## src/rtl/rfr_pkg.sv

```systemverilog
package rfr_pkg;

    // Fixed field widths
    localparam int COEF_BITS = 18;
    localparam int COEF_FRAC = 16;
    localparam int FACTOR_BITS = 5;
    localparam int TAPCNT_BITS = 9;
    localparam int INDEX_BITS = 8;
    localparam int PHASE_BITS = 4;
    localparam int PHASE_MOD = 1 << PHASE_BITS;

    // Default sizes
    localparam int DEF_MAX_TAPS = 256;
    localparam int DEF_MAX_FACTOR = 16;
    localparam int DEF_SAMPLE_BITS = 16;

    // Register map
    localparam int ADDR_BITS = 4;
    localparam logic [1:0] REG_UP_FACTOR = 2'd0;
    localparam logic [1:0] REG_DOWN_FACTOR = 2'd1;
    localparam logic [1:0] REG_TAP_COUNT = 2'd2;

    typedef struct packed {
        logic clear;
        logic valid;
    } mac_ctl_t;

endpackage

```

## src/rtl/rfr_mac.sv

```systemverilog
module rfr_mac #(
    parameter int SAMPLE_BITS = rfr_pkg::DEF_SAMPLE_BITS,
    parameter int ACC_BITS = 42
) (
    input  logic                                  clk,
    input  logic                                  rst_n,
    input  rfr_pkg::mac_ctl_t                     ctl,
    input  logic signed [rfr_pkg::COEF_BITS-1:0]  coef,
    input  logic signed [SAMPLE_BITS-1:0]         hist,
    output logic signed [ACC_BITS-1:0]            acc,
    output logic                                  busy
);
    import rfr_pkg::*;

    localparam int PROD_BITS = COEF_BITS + SAMPLE_BITS;

    logic signed [PROD_BITS-1:0] prod_reg;
    logic                        prod_v_reg;
    logic signed [ACC_BITS-1:0]  acc_reg;

    always_ff @(posedge clk or negedge rst_n)
    begin
        if (!rst_n)
        begin
            prod_v_reg <= 1'b0;
        end
        else if (ctl.clear)
        begin
            prod_v_reg <= 1'b0;
        end
        else
        begin
            prod_v_reg <= ctl.valid;
        end
    end

    always_ff @(posedge clk)
    begin
        prod_reg <= coef * hist;
        if (ctl.clear)
        begin
            acc_reg <= '0;
        end
        else if (prod_v_reg)
        begin
            acc_reg <= acc_reg + ACC_BITS'(prod_reg);
        end
    end

    assign acc  = acc_reg;
    assign busy = prod_v_reg;

endmodule
```

## config.mk

```make
export PLATFORM = sky130hd
export DESIGN_NAME = rfr_mac
export DESIGN_NICKNAME = d
export VERILOG_FILES = /design/src/rtl/rfr_pkg.sv /design/src/rtl/rfr_mac.sv
export SDC_FILE = /design/constraint.sdc
export NUM_CORES = 1
export LEC_CHECK = 0
export ABC_AREA = 0
export BUFFER_PORTS_ARGS = -buffer_cell sky130_fd_sc_hd__clkbuf_2
export CAP_MARGIN = 5
export CORE_ASPECT_RATIO = 1.2
export CORE_MARGIN = 5
export CORE_UTILIZATION = 45
export CTS_BUF_LIST = sky130_fd_sc_hd__clkbuf_4 sky130_fd_sc_hd__clkbuf_8
export CTS_CLUSTER_SIZE = 12
export DETAILED_ROUTE_END_ITERATION = 8
export GPL_TIMING_DRIVEN = 0
export PLACE_DENSITY = 0.65
export SETUP_SLACK_MARGIN = 0.15
export SYNTH_ARGS = -nofsm -noshare
export SYNTH_HDL_FRONTEND = slang
export SYNTH_SLANG_ARGS = --single-unit
```

## constraint.sdc

```tcl
create_clock -name clk -period 4.17 [get_ports clk]
set_input_delay 0.417 -clock clk [delete_from_list [all_inputs] [get_ports clk]]
set_output_delay 0.417 -clock clk [all_outputs]
set_load 0.05 [all_outputs]
```

==> impl_metrics.py, run 1 <==
metrics = {
    "status": {
        "status": "complete, but fails checks",
        "violations": "negative setup slack",
    },
    "clock_network": {
        "clock_sinks": 77,
        "htreeDepth": 3,
        "path_clk_slew_ps": 90,
        "cts-buffers-inserted": 9,
        "clk_latency_ps": 380,
        "cts.path.max_buffers": 2,
        "cts_root_buf": "clkbuf_8",
        "cts_tree": "built",
    },
    "critical_path": {
        "critPathKind": "input port to flop",
        "r2r-start": "acc[0]",
        "setup.worst_path.end_class": "flop",
        "cp.required_ps": 4430,
        "worstSetupStartpointType": "input port",
        "critical-path-top-delay-family": "adder cells",
        "arrival_ps": 6260,
        "cp_max_fo": 9,
        "path_buf_inv": 5,
        "crit_slowest_cell": "fa_1",
        "crit_path_frequent_cell": "fa_1",
        "max_stage_delay_ps": 560,
        "cp-startpoint": "hist[7]",
        "path_cells": "clkbuf_16 -> clkbuf_16 -> nand2_4 -> fa_1 -> inv_1 -> fa_1 -> fa_1 -> fa_1 -> fa_1 -> inv_1 -> fa_1 -> inv_2 -> ha_4 -> a21oi_4 -> o21ai_2 -> or3_4 -> nor3_4 -> o21ai_2 -> a311oi_2 -> nor3_4 -> a211o_1 -> a21oi_2 -> xnor2_2",
    },
    "timing": {
        "min_period_ps": 5990,
        "fmax_mhz": 167,
        "maxSlewViolCount": 0,
        "layout_setup_ws_ps": -1820,
        "hold_violations": 0,
        "clock-skew-final_ps": 14.6,
        "rsz0062_at_grt": "yes",
        "finalCritPeriodShare_pct": 144,
        "setup_viol": 25,
        "relSlewSlack_pct": 43.3,
        "worst_pin_slew_ps": 851,
    },
    "logic_synthesis": {
        "netlist_area_mm2": 0.0152,
        "syn_avg_cell_area_um2": 8.93,
        "synth_cell_types": 66,
        "syn_inst": 1698,
        "ys_seq_area_share_pct": 10.2,
        "yosys_warnings": 0,
        "syn_nets": 2154,
        "synth_seq_cells": 77,
        "synth-async-reset-ratio_pct": 1.30,
        "synth_edf_count": 0,
        "synth_ff_type": "dfxtp_1",
    },
    "global_routing": {
        "grt_max_degree": 15,
        "grt_pass1_wl_mm": 67.6,
        "grt_pass1_vias": 13500,
        "antenna_found_initial": 1,
        "groute.usage.overall_pct": 22.9,
        "overflow": 0,
    },
    "drt": {
        "vias": 12200,
        "drtIter0Drc": 648,
        "viasPerCell": 5.25,
        "first_pass_iters": 5,
        "ant_nets": 0,
        "route.detailed.drc": 0,
        "wl_per_cell_um": 17.8,
        "totalWireLength_mm": 41.6,
    },
    "die": {
        "core.rowCount": 73,
        "core_mm2": 0.0332,
        "dieWidth_um": 178,
        "die_area_mm2": 0.0375,
        "dieHeight_um": 211,
        "ioPinCount": 81,
        "initial_core_util_pct": 45.6,
    },
    "place": {
        "gp_congestion": 0.925,
        "numPortBuffers": 74,
        "dp_hpwl_mm": 33.3,
        "dp_cells": 2222,
    },
    "finish": {
        "largest_register_ffs": 42,
        "drive_gt1_share_pct": 20.8,
        "diodes": 0,
        "area_growth_pct": 23.6,
        "nNetsFinal": 2332,
        "instances_no_fill": 2331,
    },
    "hold_path": {
        "hold_class": "input port to flop",
        "hp-start": "ctl[0]",
    },
    "job": {
        "maxCapViolCount": 0,
    },
}
Yosys cell counts, types with 3 or more instances:
master / instances / area (um^2)
a211oi_1: 10 / 75.1
a21o_1: 32 / 240
a21oi_1: 55 / 275
a221o_1: 4 / 40.0
a221oi_1: 3 / 26.3
a31oi_1: 9 / 56.3
and2_1: 144 / 901
and3_1: 8 / 50.1
and4_1: 3 / 26.3
buf_1: 3 / 11.3
clkbuf_1: 51 / 191
dfxtp_1: 76 / 1520
fa_1: 291 / 5830
ha_1: 127 / 1590
inv_1: 347 / 1300
mux2i_1: 21 / 210
nand2_1: 184 / 691
nand2b_1: 11 / 68.8
nand3_1: 16 / 80.1
nand4_1: 9 / 56.3
nor2_1: 81 / 304
nor2b_1: 8 / 50.1
nor3_1: 13 / 65.1
nor4_1: 3 / 18.8
o2111a_1: 3 / 33.8
o211ai_1: 6 / 45.0
o21a_1: 9 / 67.6
o21ai_0: 30 / 150
o21ai_1: 15 / 75.1
o21bai_1: 6 / 45.0
o22ai_1: 6 / 37.5
or3_1: 8 / 50.1
xnor2_1: 46 / 403
xor2_1: 18 / 158
cell families (layout without fill, tap and decap cells):
| logic type | count (synthesis) | count (layout) | share of synthesized area, % |
|---|---|---|---|
| compound gates | 219 | 219 | 9.83 |
| xor+xnor | 64 | 64 | 3.70 |
| fa+ha+maj | 418 | 418 | 48.9 |
| buf+inv | 403 | 586 | 9.98 |
| flops | 77 | 77 | 10.2 |
| mux | 22 | 22 | 1.46 |
| simple gates | 495 | 495 | 16.0 |
final cells by class:
cell class | instances | area, um^2
clock buffers | 9 | 124
inverters | 348 | 1310
clock inverters | 7 | 75.1
plain buffers | 55 | 868
fillers | 2969 | 14500
flip-flops and latches | 77 | 1550
multi-input cells | 1218 | 12800
repair buffers | 167 | 1480
well taps | 450 | 563
placed cells by master, fill, tap and decap left out, drive strengths merged, types with 4 or more instances in the layout:
cell / n
clkbuf: 128
o21a: 9
a211oi: 10
a21o: 32
nand2: 184
buf: 102
nand2b: 11
nand4: 9
or3: 8
o21ai: 46
inv: 348
xor2: 18
nor2b: 8
a221oi: 4
dfxtp: 76
and2: 144
mux2i: 21
o211ai: 6
and3: 8
a21boi: 4
nor3: 15
a31oi: 9
xnor2: 46
fa: 291
o22ai: 6
o21bai: 6
a21oi: 56
ha: 127
nor2: 81
a221o: 4
nand3: 16
what timing repair did:
item                                    in CTS  in global routing
hold buffers                                 1                  0
pin swaps                                   74                 67
buffers inserted                            64                 27
resized for setup                          189                 80
gates cloned                                 1                  0
endpoints found under the setup margin      26                 26
endpoints found under the hold margin        1                  0
worst paths after layout:
path / slack [ps] / to / depth (start not counted)
hold reg to reg: 480 / acc[38] / 2
min in group asynchronous: 330 / busy / 2
setup reg to reg: 1050 / acc[40] / 12
max in group asynchronous: 3750 / busy / 2
hold / removal: 280 / busy / 2
setup / recovery: -1820 / prod_reg[33] / 23
layer usage:
metal | part of all wire [%] | routed length, um | GRT usage (%)
met2 | 53 | 21800 | 41.8
met1 | 38 | 15800 | 26.6
met3 | 4.4 | 1850 | 2.77
met5 | 0 | 0 | 0
met4 | 5.1 | 2120 | 10.8
metrics by stage:
stage	hold slack (ps)	util [%]	setup WS, ps	area [um^2]	setup TNS [ps]
3_3_place_gp	194	50.1	-2760	16700	-45040
6_report	282	56.4	-1820	18800	-31430
4_1_cts	274	55.1	-1820	18300	-28840
5_1_grt	279	56.4	-2050	18800	-35590
3_5_place_dp	194	50.1	-2750	16700	-45400
2_1_floorplan	121	-	-1700	15700	-25100
worst reg2reg max path, cell delays in order (launching register included):
cell	delay, ps
dfxtp_1	360
ha_1	210
inv_1	60
fa_1	370
nor2b_1	190
o31a_1	220
o211ai_1	200
a21oi_1	270
nor2_1	80
o2111a_1	310
o31ai_2	290
a21boi_1	140
a221o_1	310
Power of run 1 is not shown: default switching activity piles up to over one toggle a cycle in this logic, so the estimate is an artifact.
==> inputs of run 2 (changes only) <==
CAP_MARGIN = 0   (was 5)
CTS_BUF_LIST = default   (was sky130_fd_sc_hd__clkbuf_4 sky130_fd_sc_hd__clkbuf_8)
SKIP_LAST_GASP = 1   (was default)
==> run 2 against run 1 <==
  * The run still ends with negative setup slack left
  * Via count up 0.45%
  * Non-clock buffer count up 3
  * Fmax down 1.6%
  * Worst setup slack worse by 99 ps
  * Highest routed layer unchanged
==> impl_metrics.py, run 2 (synthesized netlist as in run 1, its figures left out) <==
metrics = {
    "critical_path": {
        "cp.required_ps": 4400,
        "r2r-start": "acc[0]",
        "critPathKind": "input port to flop",
        "cp-startpoint": "coef[8]",
        "arrival_ps": 6320,
        "setup.worst_path.end_class": "flop",
        "worstSetupStartpointType": "input port",
        "max_stage_delay_ps": 570,
        "crit_path_frequent_cell": "fa_1",
        "cp_max_fo": 7,
        "crit_slowest_cell": "fa_1",
        "path_cells": "clkbuf_8 -> clkbuf_16 -> nand2_1 -> fa_1 -> inv_1 -> fa_1 -> fa_1 -> fa_1 -> fa_1 -> inv_1 -> fa_1 -> inv_1 -> ha_4 -> a21oi_4 -> o21ai_2 -> or3_4 -> nor3_4 -> o21ai_2 -> a311oi_2 -> nor3_4 -> a211o_1 -> a21oi_2 -> xnor2_2",
    },
    "drt": {
        "viasPerCell": 5.27,
        "wl_per_cell_um": 17.8,
        "first_pass_iters": 6,
        "ant_nets": 0,
        "route.detailed.drc": 0,
        "vias": 12300,
        "totalWireLength_mm": 41.5,
        "drtIter0Drc": 672,
    },
    "finish": {
        "final_cell_mix": "inv_1, fa_1, nand2_1, and2_1, ha_1",
        "drive_gt1_share_pct": 19.6,
        "diodes": 0,
        "largest_register_ffs": 42,
        "nNetsFinal": 2335,
        "mostFrequentLayoutCell": "inv_1",
        "ff_latch_area_mm2": 0.00155,
        "fill_cells": 2965,
        "area_growth_pct": 24.1,
        "multi_input_area_mm2": 0.0127,
    },
    "die": {
        "initial_core_util_pct": 45.6,
        "die_area_mm2": 0.0375,
        "core.rowCount": 73,
        "ioPinCount": 81,
        "dieWidth_um": 178,
        "core_mm2": 0.0332,
        "dieHeight_um": 211,
    },
    "timing": {
        "relSlewSlack_pct": 43.9,
        "fin_tns_setup_ps": -32100,
        "setup_viol": 25,
        "min_period_ps": 6090,
        "finalCritPeriodShare_pct": 146,
        "hold_violations": 0,
        "layout_setup_ws_ps": -1920,
        "maxSlewViolCount": 0,
        "rsz0062_at_grt": "yes",
        "clock-skew-final_ps": 9.42,
        "worst_pin_slew_ps": 841,
        "fmax_mhz": 164,
    },
    "clock_network": {
        "path_clk_slew_ps": 60,
        "cts.path.max_buffers": 2,
        "cts_root_buf": "clkbuf_16",
        "cts-buffers-inserted": 9,
        "cts_tree": "built",
        "clock_sinks": 77,
        "clk_latency_ps": 350,
        "htreeDepth": 3,
    },
    "status": {
        "violations": "negative setup slack",
        "status": "complete, but fails checks",
    },
    "global_routing": {
        "overflow": 0,
        "grt_max_degree": 15,
        "groute.usage.overall_pct": 22.9,
        "grt_pass1_vias": 13500,
        "antenna_found_initial": 1,
        "grt_pass1_wl_mm": 67.5,
    },
    "hold_path": {
        "hp-start": "ctl[0]",
        "hold_class": "input port to flop",
    },
    "job": {
        "maxCapViolCount": 0,
    },
    "place": {
        "numPortBuffers": 74,
        "dp_hpwl_mm": 33.3,
        "gp_congestion": 0.925,
    },
}
==> run 2: metrics by stage <==
stage                     std cells  util (%)  area [um^2]  hold slack, ps  worst slack (ps)
after floorplan                1698         -        15700             121             -1700
after CTS                      2310      55.6        18500             319             -1860
after global placement         2222      50.1        16700             194             -2760
final                          2334      56.6        18800             317             -1920
after global routing           2334      56.6        18800             319             -2130
after detailed placement       2222      50.1        16700             194             -2750
==> run 2: timing repair <==
item,CTS,global route
hold buffers,1,0
setup endpoints to repair,26,25
gates resized for setup,183,55
buffers inserted,71,24
endpoints found under the hold margin,1,0
pin swaps,62,59
==> run 2: worst max-delay path: cells and delay by family <==
kind | cells | cell delay, ps
xor+xnor | 1 | 190
simple gates | 4 | 760
fa+ha+maj | 7 | 3270
buf+inv | 5 | 470
compound gates | 6 | 1190
==> run 2: layout make-up <==
type | instances | share of cell area (%)
Multi-Input combinational cell | 1218 | 67.5
Buffer | 55 | 4.61
Clock buffer | 9 | 1.20
Timing Repair Buffer | 170 | 8.14
Clock inverter | 7 | 0.399
Tap cell | 450 | 2.99
Inverter | 348 | 6.97
Sequential cell | 77 | 8.22
==> run 2: layer usage <==
| metal | GRT usage [%] | wire length [um] |
|---|---|---|
| met1 | 26.4 | 15600 |
| met2 | 42.0 | 21700 |
| met4 | 9.90 | 2120 |
| met3 | 3.35 | 2090 |
| met5 | 0 | 0 |
==> run 2: path summary, 6_finish.rpt <==
check / end / slack (ps) / depth (start not counted)
worst min-delay path: busy / 320 / 2
worst max register to register: acc[40] / 1050 / 12
min in group asynchronous: busy / 370 / 2
worst max-delay path: prod_reg[33] / -1920 / 23
max in group asynchronous: busy / 3710 / 2
worst min register to register: acc[38] / 480 / 2
Power of run 2 is left out for the same reason.
